**src/rtl/shift_request_latch_release_debounce_unit_macros.svh**
```systemverilog
// assertion macros for the shift request latch and release debounce unit
`ifndef SHIFT_REQUEST_LATCH_RELEASE_DEBOUNCE_UNIT_MACROS_SVH
`define SHIFT_REQUEST_LATCH_RELEASE_DEBOUNCE_UNIT_MACROS_SVH

`ifndef NO_ASSERTIONS

// antecedent implies consequent in the same cycle
`define SRLRD_ASSERT_NOW(label, clk, rst_n, ante, cons) \
    label: assert property (@(posedge clk) disable iff (!(rst_n)) (ante) |-> (cons)) \
        else $error("assertion failed");

// antecedent implies consequent in the next cycle
`define SRLRD_ASSERT_NEXT(label, clk, rst_n, ante, cons) \
    label: assert property (@(posedge clk) disable iff (!(rst_n)) (ante) |=> (cons)) \
        else $error("assertion failed");

`else

`define SRLRD_ASSERT_NOW(label, clk, rst_n, ante, cons)
`define SRLRD_ASSERT_NEXT(label, clk, rst_n, ante, cons)

`endif

`endif

```
**src/rtl/srlrd_pkg.sv**
```systemverilog
// shared types and constants of the shift request latch and release debounce unit
`default_nettype none

package srlrd_pkg;

    localparam int unsigned COUNT_BITS_DEF = 16;
    localparam int unsigned DEBOUNCE_W     = 16;
    localparam int unsigned APB_DATA_W     = 32;
    localparam int unsigned APB_ADDR_W     = 2;

    localparam logic [DEBOUNCE_W-1:0] DEBOUNCE_RESET = 16'd20;
    localparam logic [APB_ADDR_W-1:0] ADDR_RELEASE_TICKS = 2'd0;

    localparam logic [1:0] OP_TICK    = 2'd0;
    localparam logic [1:0] OP_CONSUME = 2'd1;
    localparam logic [1:0] OP_REARM   = 2'd2;

    localparam logic [1:0] REQ_NONE    = 2'd0;
    localparam logic [1:0] REQ_UP      = 2'd1;
    localparam logic [1:0] REQ_DOWN    = 2'd2;
    localparam logic [1:0] REQ_NEUTRAL = 2'd3;

    typedef struct packed {
        logic [1:0] op;
        logic       up_level;
        logic       down_level;
        logic       neutral_level;
    } t_in_item;

    typedef struct packed {
        logic [1:0] request_code;
        logic       wake;
        logic       armed_now;
        logic       awaiting_release;
    } t_out_item;

endpackage

`default_nettype wire

```
**src/rtl/srlrd_cfg.sv**
```systemverilog
// apb register file holding the release debounce tick count
`default_nettype none

module srlrd_cfg
    import srlrd_pkg::*;
(
    input  wire logic                  i_clk,
    input  wire logic                  i_rst_n,
    input  wire logic                  psel,
    input  wire logic                  penable,
    input  wire logic                  pwrite,
    input  wire logic [APB_ADDR_W-1:0] paddr,
    input  wire logic [APB_DATA_W-1:0] pwdata,
    output logic      [APB_DATA_W-1:0] prdata,
    output logic                       pready,
    output logic      [DEBOUNCE_W-1:0] o_release_ticks
);

    logic [DEBOUNCE_W-1:0] r_ticks;
    logic [DEBOUNCE_W-1:0] n_ticks;
    logic                  wr_hit;

    assign pready = 1'b1;
    assign wr_hit = psel && penable && pwrite && (paddr == ADDR_RELEASE_TICKS);

    always_comb begin
        n_ticks = r_ticks;
        if (wr_hit) begin
            n_ticks = pwdata[DEBOUNCE_W-1:0];
        end
    end

    always_ff @(posedge i_clk) begin
        if (!i_rst_n) begin
            r_ticks <= DEBOUNCE_RESET;
        end else begin
            r_ticks <= n_ticks;
        end
    end

    always_comb begin
        prdata = '0;
        if (paddr == ADDR_RELEASE_TICKS) begin
            prdata = APB_DATA_W'(r_ticks);
        end
    end

    assign o_release_ticks = r_ticks;

endmodule

`default_nettype wire

```
**src/rtl/srlrd_core.sv**
```systemverilog
// latch, arm and release debounce state, updated from the state registers on each accepted item
`default_nettype none

module srlrd_core
    import srlrd_pkg::*;
#(
    parameter int unsigned COUNT_BITS = COUNT_BITS_DEF
) (
    input  wire logic                  i_clk,
    input  wire logic                  i_rst_n,
    input  wire logic                  i_accept,
    input  wire t_in_item              i_item,
    input  wire logic [DEBOUNCE_W-1:0] i_release_ticks,
    output t_out_item                  o_result
);

    localparam int unsigned CMP_W = (COUNT_BITS > DEBOUNCE_W) ? COUNT_BITS : DEBOUNCE_W;

    logic                  r_armed;
    logic                  n_armed;
    logic                  r_waiting;
    logic                  n_waiting;
    logic [1:0]            r_pending;
    logic [1:0]            n_pending;
    logic [2:0]            r_prev;
    logic [2:0]            n_prev;
    logic                  r_seen;
    logic                  n_seen;
    logic [COUNT_BITS-1:0] r_count;
    logic [COUNT_BITS-1:0] n_count;

    logic [2:0]            levels;
    logic [2:0]            rising;
    logic [COUNT_BITS-1:0] count_step;
    logic [CMP_W-1:0]      need;
    logic [1:0]            code;
    logic                  wake;

    assign levels = {i_item.neutral_level, i_item.down_level, i_item.up_level};
    assign rising = levels & ~r_prev;
    assign need   = (i_release_ticks == '0) ? CMP_W'(1) : CMP_W'(i_release_ticks);

    always_comb begin
        n_armed    = r_armed;
        n_waiting  = r_waiting;
        n_pending  = r_pending;
        n_prev     = r_prev;
        n_seen     = r_seen;
        n_count    = r_count;
        count_step = r_count;
        code       = REQ_NONE;
        wake       = 1'b0;
        case (i_item.op)
            OP_TICK: begin
                n_prev = levels;
                if (r_armed && (r_pending == REQ_NONE) && (rising != 3'b000)) begin
                    if (rising[0]) begin
                        n_pending = REQ_UP;
                    end else if (rising[1]) begin
                        n_pending = REQ_DOWN;
                    end else begin
                        n_pending = REQ_NEUTRAL;
                    end
                    n_armed = 1'b0;
                    wake    = 1'b1;
                end
                if (r_waiting) begin
                    if (levels == 3'b000) begin
                        if (!r_seen) begin
                            count_step = '0;
                        end else if (r_count != {COUNT_BITS{1'b1}}) begin
                            count_step = r_count + COUNT_BITS'(1);
                        end
                        n_seen  = 1'b1;
                        n_count = count_step;
                        if (CMP_W'(count_step) >= need) begin
                            n_waiting = 1'b0;
                            n_seen    = 1'b0;
                            n_count   = '0;
                            n_pending = REQ_NONE;
                            n_armed   = 1'b1;
                        end
                    end else begin
                        n_seen  = 1'b0;
                        n_count = '0;
                    end
                end
            end
            OP_CONSUME: begin
                code      = r_pending;
                n_pending = REQ_NONE;
            end
            OP_REARM: begin
                n_pending = REQ_NONE;
                n_waiting = 1'b1;
                n_seen    = 1'b0;
                n_count   = '0;
            end
            default: begin
                code = REQ_NONE;
            end
        endcase
    end

    always_ff @(posedge i_clk) begin
        if (!i_rst_n) begin
            r_armed   <= 1'b1;
            r_waiting <= 1'b0;
            r_pending <= REQ_NONE;
            r_prev    <= 3'b000;
            r_seen    <= 1'b0;
            r_count   <= '0;
        end else if (i_accept) begin
            r_armed   <= n_armed;
            r_waiting <= n_waiting;
            r_pending <= n_pending;
            r_prev    <= n_prev;
            r_seen    <= n_seen;
            r_count   <= n_count;
        end
    end

    always_comb begin
        o_result.request_code     = code;
        o_result.wake             = wake;
        o_result.armed_now        = n_armed;
        o_result.awaiting_release = n_waiting;
    end

endmodule

`default_nettype wire

```
**src/rtl/srlrd_out.sv**
```systemverilog
// two-entry result register with skid stage toward the receiver
`default_nettype none

module srlrd_out
    import srlrd_pkg::*;
(
    input  wire logic      i_clk,
    input  wire logic      i_rst_n,
    input  wire logic      i_push,
    input  wire t_out_item i_result,
    input  wire logic      i_out_stall,
    output logic           o_full,
    output logic           o_out_valid,
    output t_out_item      o_out_item
);

    logic [1:0] r_count;
    logic [1:0] n_count;
    t_out_item  r_head;
    t_out_item  r_skid;
    logic       pop;

    assign pop = (r_count != 2'd0) && !i_out_stall;

    always_comb begin
        n_count = r_count;
        if (i_push && !pop) begin
            n_count = r_count + 2'd1;
        end else if (!i_push && pop) begin
            n_count = r_count - 2'd1;
        end
    end

    always_ff @(posedge i_clk) begin
        if (!i_rst_n) begin
            r_count <= 2'd0;
        end else begin
            r_count <= n_count;
        end
    end

    always_ff @(posedge i_clk) begin
        if (pop && (r_count == 2'd2)) begin
            r_head <= r_skid;
        end else if (i_push && ((r_count == 2'd0) || pop)) begin
            r_head <= i_result;
        end
        if (i_push && (r_count == 2'd1) && !pop) begin
            r_skid <= i_result;
        end
    end

    assign o_full      = (r_count == 2'd2);
    assign o_out_valid = (r_count != 2'd0);
    assign o_out_item  = r_head;

endmodule

`default_nettype wire

```
**src/rtl/shift_request_latch_release_debounce_unit.sv**
```systemverilog
// shift request latch with release debounce: top level
//
// input channel: i_in_valid / o_in_stall carry one item per transfer, either a
// tick with the up, down and neutral switch levels, a consume, a clear and
// rearm, or the unused op code 3, which changes no state. output channel:
// o_out_valid / i_out_stall carry exactly one result per input transfer, in
// order. each result is written to the result buffer at its input transfer.
// throughput: one item per cycle while o_in_stall is low; all state updates
// are computed combinationally from the state registers. a two-entry result
// buffer lets inputs keep flowing while a result waits; o_in_stall rises only
// when both entries hold results the receiver has not taken.
// the apb port holds the release debounce tick count at address 0 (reset 20);
// the user writes it only while the block is idle; the block does not enforce it.
// after reset the block is armed, nothing is pending, all switches are taken
// as released and the result buffer is empty.
`default_nettype none

`include "shift_request_latch_release_debounce_unit_macros.svh"

module shift_request_latch_release_debounce_unit
    import srlrd_pkg::*;
#(
    parameter int unsigned COUNT_BITS = COUNT_BITS_DEF
) (
    input  wire logic                  i_clk,
    input  wire logic                  i_rst_n,
    input  wire logic                  i_in_valid,
    output logic                       o_in_stall,
    input  wire t_in_item              i_in_item,
    output logic                       o_out_valid,
    input  wire logic                  i_out_stall,
    output t_out_item                  o_out_item,
    input  wire logic                  psel,
    input  wire logic                  penable,
    input  wire logic                  pwrite,
    input  wire logic [APB_ADDR_W-1:0] paddr,
    input  wire logic [APB_DATA_W-1:0] pwdata,
    output logic      [APB_DATA_W-1:0] prdata,
    output logic                       pready
);

    logic                  in_xfer;
    logic                  full;
    logic [DEBOUNCE_W-1:0] release_ticks;
    t_out_item             result;

    assign o_in_stall = full;
    assign in_xfer    = i_in_valid && !full;

    srlrd_cfg u_cfg (
        .i_clk           (i_clk),
        .i_rst_n         (i_rst_n),
        .psel            (psel),
        .penable         (penable),
        .pwrite          (pwrite),
        .paddr           (paddr),
        .pwdata          (pwdata),
        .prdata          (prdata),
        .pready          (pready),
        .o_release_ticks (release_ticks)
    );

    srlrd_core #(
        .COUNT_BITS (COUNT_BITS)
    ) u_core (
        .i_clk           (i_clk),
        .i_rst_n         (i_rst_n),
        .i_accept        (in_xfer),
        .i_item          (i_in_item),
        .i_release_ticks (release_ticks),
        .o_result        (result)
    );

    srlrd_out u_out (
        .i_clk       (i_clk),
        .i_rst_n     (i_rst_n),
        .i_push      (in_xfer),
        .i_result    (result),
        .i_out_stall (i_out_stall),
        .o_full      (full),
        .o_out_valid (o_out_valid),
        .o_out_item  (o_out_item)
    );

    `SRLRD_ASSERT_NOW(a_stall_means_results_held, i_clk, i_rst_n, o_in_stall, o_out_valid)
    `SRLRD_ASSERT_NOW(a_wake_leaves_disarmed, i_clk, i_rst_n, o_out_valid && o_out_item.wake, !o_out_item.armed_now)
    `SRLRD_ASSERT_NEXT(a_transfer_gives_result, i_clk, i_rst_n, in_xfer, o_out_valid)

endmodule

`default_nettype wire

```
**config.mk**
```make
export PLATFORM = sky130hd
export DESIGN_NAME = shift_request_latch_release_debounce_unit
export DESIGN_NICKNAME = d
export VERILOG_FILES = /design/src/rtl/srlrd_pkg.sv /design/src/rtl/srlrd_cfg.sv /design/src/rtl/srlrd_core.sv /design/src/rtl/srlrd_out.sv /design/src/rtl/shift_request_latch_release_debounce_unit.sv
export VERILOG_INCLUDE_DIRS = /design/src /design/src/rtl
export SDC_FILE = /design/constraint.sdc
export NUM_CORES = 1
export LEC_CHECK = 0
export BUFFER_PORTS_ARGS = -buffer_cell sky130_fd_sc_hd__buf_2
export CAP_MARGIN = 20
export CORE_MARGIN = 2
export CORE_UTILIZATION = 54
export DETAILED_ROUTE_END_ITERATION = 10
export PLACE_DENSITY = 0.81
export SYNTH_ARGS = -nofsm -noshare
export SYNTH_HDL_FRONTEND = slang
export SYNTH_SLANG_ARGS = --single-unit
```
**constraint.sdc**
```tcl
create_clock -name i_clk -period 4 [get_ports i_clk]
set_input_delay 0.6 -clock i_clk [delete_from_list [all_inputs] [get_ports i_clk]]
set_output_delay 0.6 -clock i_clk [all_outputs]
set_load 0.005 [all_outputs]
```
==> impl_summary.log <==
INFO  metric cap_violations = 0
INFO  metric multi_input_comb_area = 2050 um^2
INFO  metric globalRoute.totalOverflow = 0
INFO  metric max-clock-path-buffers = 2
INFO  metric holdWs = 494 ps
INFO  metric fillers = 540
INFO  metric critPathLaunchType = flop
INFO  metric status = completed
INFO  metric largest_driver_fanout_on_the_critical_path = 7
INFO  metric clk_transition_reported_paths = around 100 ps
INFO  metric drt_first_pass_iters = 4
INFO  metric async_reset_ff_share = 0%
INFO  metric synth-edff-count = 10
INFO  metric synthesized_area_per_cell = 8.21 um^2
INFO  metric synth_seq_cells = 52
INFO  metric finalHoldViolations = 0
INFO  metric achievable-frequency = 264 MHz
INFO  metric post-layout-total-power = between 1 and 1.5 mW
INFO  metric number_of_antenna_violations_at_the_first_check_in_global_routing = 0
INFO  metric setup_repair_after_global_routing_missed_its_margin = false
INFO  metric worst_path_max_delay_cell = sky130_fd_sc_hd__or4_4
INFO  metric slowest_delay = between 500 and 600 ps
INFO  metric period_minus_slack = roughly 3800 ps
INFO  metric fp.dieW = approximately 84 um
INFO  metric worst_setup_path_end_kind = flop
INFO  metric port_buf_inserts = 52
INFO  metric mostFrequentLayoutCells = sky130_fd_sc_hd__nand2_1, sky130_fd_sc_hd__buf_2, sky130_fd_sc_hd__dfxtp_1
INFO  metric static-leakage-power = 1.58 nW
INFO  metric totalNegativeSetupSlack = 0 ps
INFO  metric post-route-drc-count = 0
INFO  metric timing_max_transition_violations_final = 0
INFO  metric boundaryPins = 86
INFO  metric effective_utilization_at_floorplan = 56.7%
INFO  metric synthesis.instances = 416
INFO  metric fp.coreArea = 6030 um^2
INFO  metric cts_tree = yes
INFO  metric yosys_warnings = 0
INFO  metric placedInstanceArea = roughly 3700 um^2
INFO  metric routedWlPerCell = 14.1 um
INFO  metric clock_latency = 310 ps
INFO  metric final_antenna_net_count = 0
INFO  metric ctsHtreeMaxLevel = 2
INFO  metric grt_pass1_vias = around 2,800
INFO  metric cts-buffers-inserted = 5
INFO  metric worst_case_headroom_to_the_max_slew_limit = 56.2%
INFO  metric grt_first_pass_wirelength = 12,700 um
INFO  metric areaGrowthSynthToFinish = 11.2%
INFO  metric finalWirelength = 7550 um
INFO  metric post-dp-hpwl = 5730 um
INFO  metric finish.instance_area = 3800 um^2
INFO  metric drt_first_iter_violations = 234
INFO  metric vias = between 3,000 and 4,000
INFO  metric track_usage = ~22%
INFO  metric via_per_inst = around 5.6
INFO  metric clock_sinks = between 50 and 60
INFO  metric dieArea = around 7000 um^2
INFO  metric cts_root_buf = sky130_fd_sc_hd__clkbuf_8
INFO  metric gp_weighted_congestion = around 0.90
INFO  metric fp-row-count = 28
INFO  metric seq_area_frac_synth = 33.4%
INFO  metric power_density = approximately 320 nW/um^2
INFO  metric floorplan.die.height = 83.5 um
INFO  metric worstPathRequired = just over 4000 ps
INFO  metric yosys_most_used_dff = sky130_fd_sc_hd__dfxtp_1
INFO  metric crit_chain = ha_1 -> nand3_2 -> or4_4 -> and3_1 -> xor2_1 -> and2_1 -> ha_1 -> and3_1 -> a221oi_1 -> or3_1 -> nand3_2 -> a32o_1 -> mux2_2
INFO  metric ir_drop = 0.232 mV
INFO  metric setup_viol_count_final = 0
INFO  metric drive_gt1_share = between 10% and 20%
INFO  metric sequential_cell_area = 1140 um^2
INFO  metric mappedNetlistArea = around 3400 um^2
INFO  metric finalClockSkew = about 5.4 ps
INFO  metric max_slew.worst_pin.slew = 658 ps
INFO  metric crit_arrival = 3870 ps
INFO  metric critical_path_class = reg -> reg
INFO  metric design.final.nets = 532
INFO  metric final.period_utilization = 94.8%
INFO  metric largest_net_degree_at_the_start_of_global_routing = 45
INFO  metric antenna-diode-count = 0
INFO  metric hold_fix_buffers_at_cts = 0
INFO  metric worst_hold_path_type = reg -> reg
INFO  metric commonest_non_fill_non_tap_cell_in_the_layout = sky130_fd_sc_hd__nand2_1
INFO  metric netlist_cell_types = 62
-- layout make-up --
cell class	instances	share of cell area, %
multi-input combinational	318	53.9
tap	75	2.47
inverter	27	2.67
sequential	52	30.0
clock buffer	5	1.81
clock inverter	3	1.22
timing repair buffer	57	7.84
-- repair_timing --
item,in CTS,in global routing
resized for setup,0,2
hold endpoints to repair,0,0
endpoints found under the setup margin,0,2
buffers inserted,0,0
-- worst max-delay path, delay by kind of cell (launching register included) --
family | cells | cell delay (ps)
and+or+nand+nor | 7 | 1600
AOI/OAI and AO/OA | 2 | 580
adders and majority gates | 2 | 530
DFF | 1 | 430
muxes | 1 | 260
xor gates and xnor gates | 1 | 150
-- cells in the mapped netlist, types with 2 or more instances --
| cell | number | area share, % |
|---|---|---|
| sky130_fd_sc_hd__nand2b_1 | 6 | 1.1 |
| sky130_fd_sc_hd__inv_1 | 26 | 2.9 |
| sky130_fd_sc_hd__or2_2 | 2 | 0.37 |
| sky130_fd_sc_hd__nand4_1 | 8 | 1.5 |
| sky130_fd_sc_hd__nor2_1 | 19 | 2.1 |
| sky130_fd_sc_hd__or3_1 | 7 | 1.3 |
| sky130_fd_sc_hd__o21ai_0 | 10 | 1.5 |
| sky130_fd_sc_hd__and4_1 | 4 | 1.0 |
| sky130_fd_sc_hd__nor3_1 | 25 | 3.7 |
| sky130_fd_sc_hd__a31o_2 | 3 | 0.77 |
| sky130_fd_sc_hd__and2_1 | 11 | 2.0 |
| sky130_fd_sc_hd__a21boi_1 | 2 | 0.44 |
| sky130_fd_sc_hd__o211ai_1 | 4 | 0.88 |
| sky130_fd_sc_hd__a21boi_0 | 22 | 4.8 |
| sky130_fd_sc_hd__xnor2_1 | 5 | 1.3 |
| sky130_fd_sc_hd__mux2_2 | 3 | 0.99 |
| sky130_fd_sc_hd__a41oi_1 | 2 | 0.51 |
| sky130_fd_sc_hd__nor4_1 | 4 | 0.73 |
| sky130_fd_sc_hd__buf_4 | 17 | 3.7 |
| sky130_fd_sc_hd__nor2b_1 | 9 | 1.6 |
| sky130_fd_sc_hd__xor2_1 | 4 | 1.0 |
| sky130_fd_sc_hd__nand2_1 | 62 | 6.8 |
| sky130_fd_sc_hd__clkbuf_1 | 14 | 1.5 |
| sky130_fd_sc_hd__dfxtp_1 | 42 | 25 |
| sky130_fd_sc_hd__conb_1 | 2 | 0.22 |
| sky130_fd_sc_hd__o2bb2ai_1 | 2 | 0.51 |
| sky130_fd_sc_hd__ha_1 | 25 | 9.2 |
| sky130_fd_sc_hd__a21oi_1 | 8 | 1.2 |
| sky130_fd_sc_hd__and3_1 | 8 | 1.5 |
| sky130_fd_sc_hd__nand3_1 | 9 | 1.3 |
| sky130_fd_sc_hd__nor3b_1 | 2 | 0.44 |
| sky130_fd_sc_hd__a22oi_1 | 2 | 0.44 |
| sky130_fd_sc_hd__mux2i_1 | 4 | 1.2 |
| sky130_fd_sc_hd__a2111oi_0 | 2 | 0.51 |
| sky130_fd_sc_hd__edfxtp_1 | 10 | 8.8 |
| sky130_fd_sc_hd__buf_2 | 2 | 0.29 |
| sky130_fd_sc_hd__a31oi_1 | 4 | 0.73 |
-- metrics by stage --
step           setup WS [ps]  utilization, %  cells
2_1_floorplan            457               -    431
3_3_place_gp             250            60.9    529
3_5_place_dp             138            60.9    529
4_1_cts                  120            62.8    537
5_1_grt                 61.4            63.0    537
6_report                 209            63.0    537
-- state kept, by name (all words and copies together) (netlist names) --
signal / flops
u_cfg.o_release_ticks: 16
u_core.r_armed: 1
u_core.r_count: 16
u_core.r_pending: 2
u_core.r_prev: 3
u_core.r_seen: 1
u_core.r_waiting: 1
u_out.o_out_item: 5
u_out.r_count: 2
u_out.r_skid: 5
-- power breakdown --
| part | internal, mW | switching, mW |
|---|---|---|
| Combinational | 0.105 | 0.138 |
| Clock | 0.189 | 0.189 |
| Sequential | 0.583 | 0.0199 |
| Total | 0.877 | 0.347 |
-- cell families after synthesis --
logic type      Yosys count  synth area share (%)
simple gates            186                  28.3
other cells               2                 0.220
flops                    52                  33.4
xor+xnor                  9                  2.31
fa+ha+maj                25                  9.16
mux                       7                  2.16
compound gates           74                  15.8
buf+inv                  61                  8.65
-- final timing paths --
check,depth (start not counted),start,slack [ps],to
worst max-delay path,13,u_core.r_count[0],210,u_out.o_out_item[1]
worst min-delay path,2,u_cfg.o_release_ticks[1],490,u_cfg.o_release_ticks[1]
worst max register to register,13,u_core.r_count[0],210,u_out.o_out_item[1]
worst min register to register,2,u_cfg.o_release_ticks[1],490,u_cfg.o_release_ticks[1]
-- per-layer routing --
metal / wire, um / vias to the layer above / part of all wire, % / track usage [%]
li1: - / 1520 / - / -
met1: 3320 / 1388 / 44 / 27.3
met2: 3710 / 94 / 49 / 37.7
met3: 390 / 12 / 5.2 / 3.17
met4: 134 / 0 / 1.8 / 8.21
met5: 0 / - / 0 / 0
Note: power is estimated with default switching activity, not from simulation.
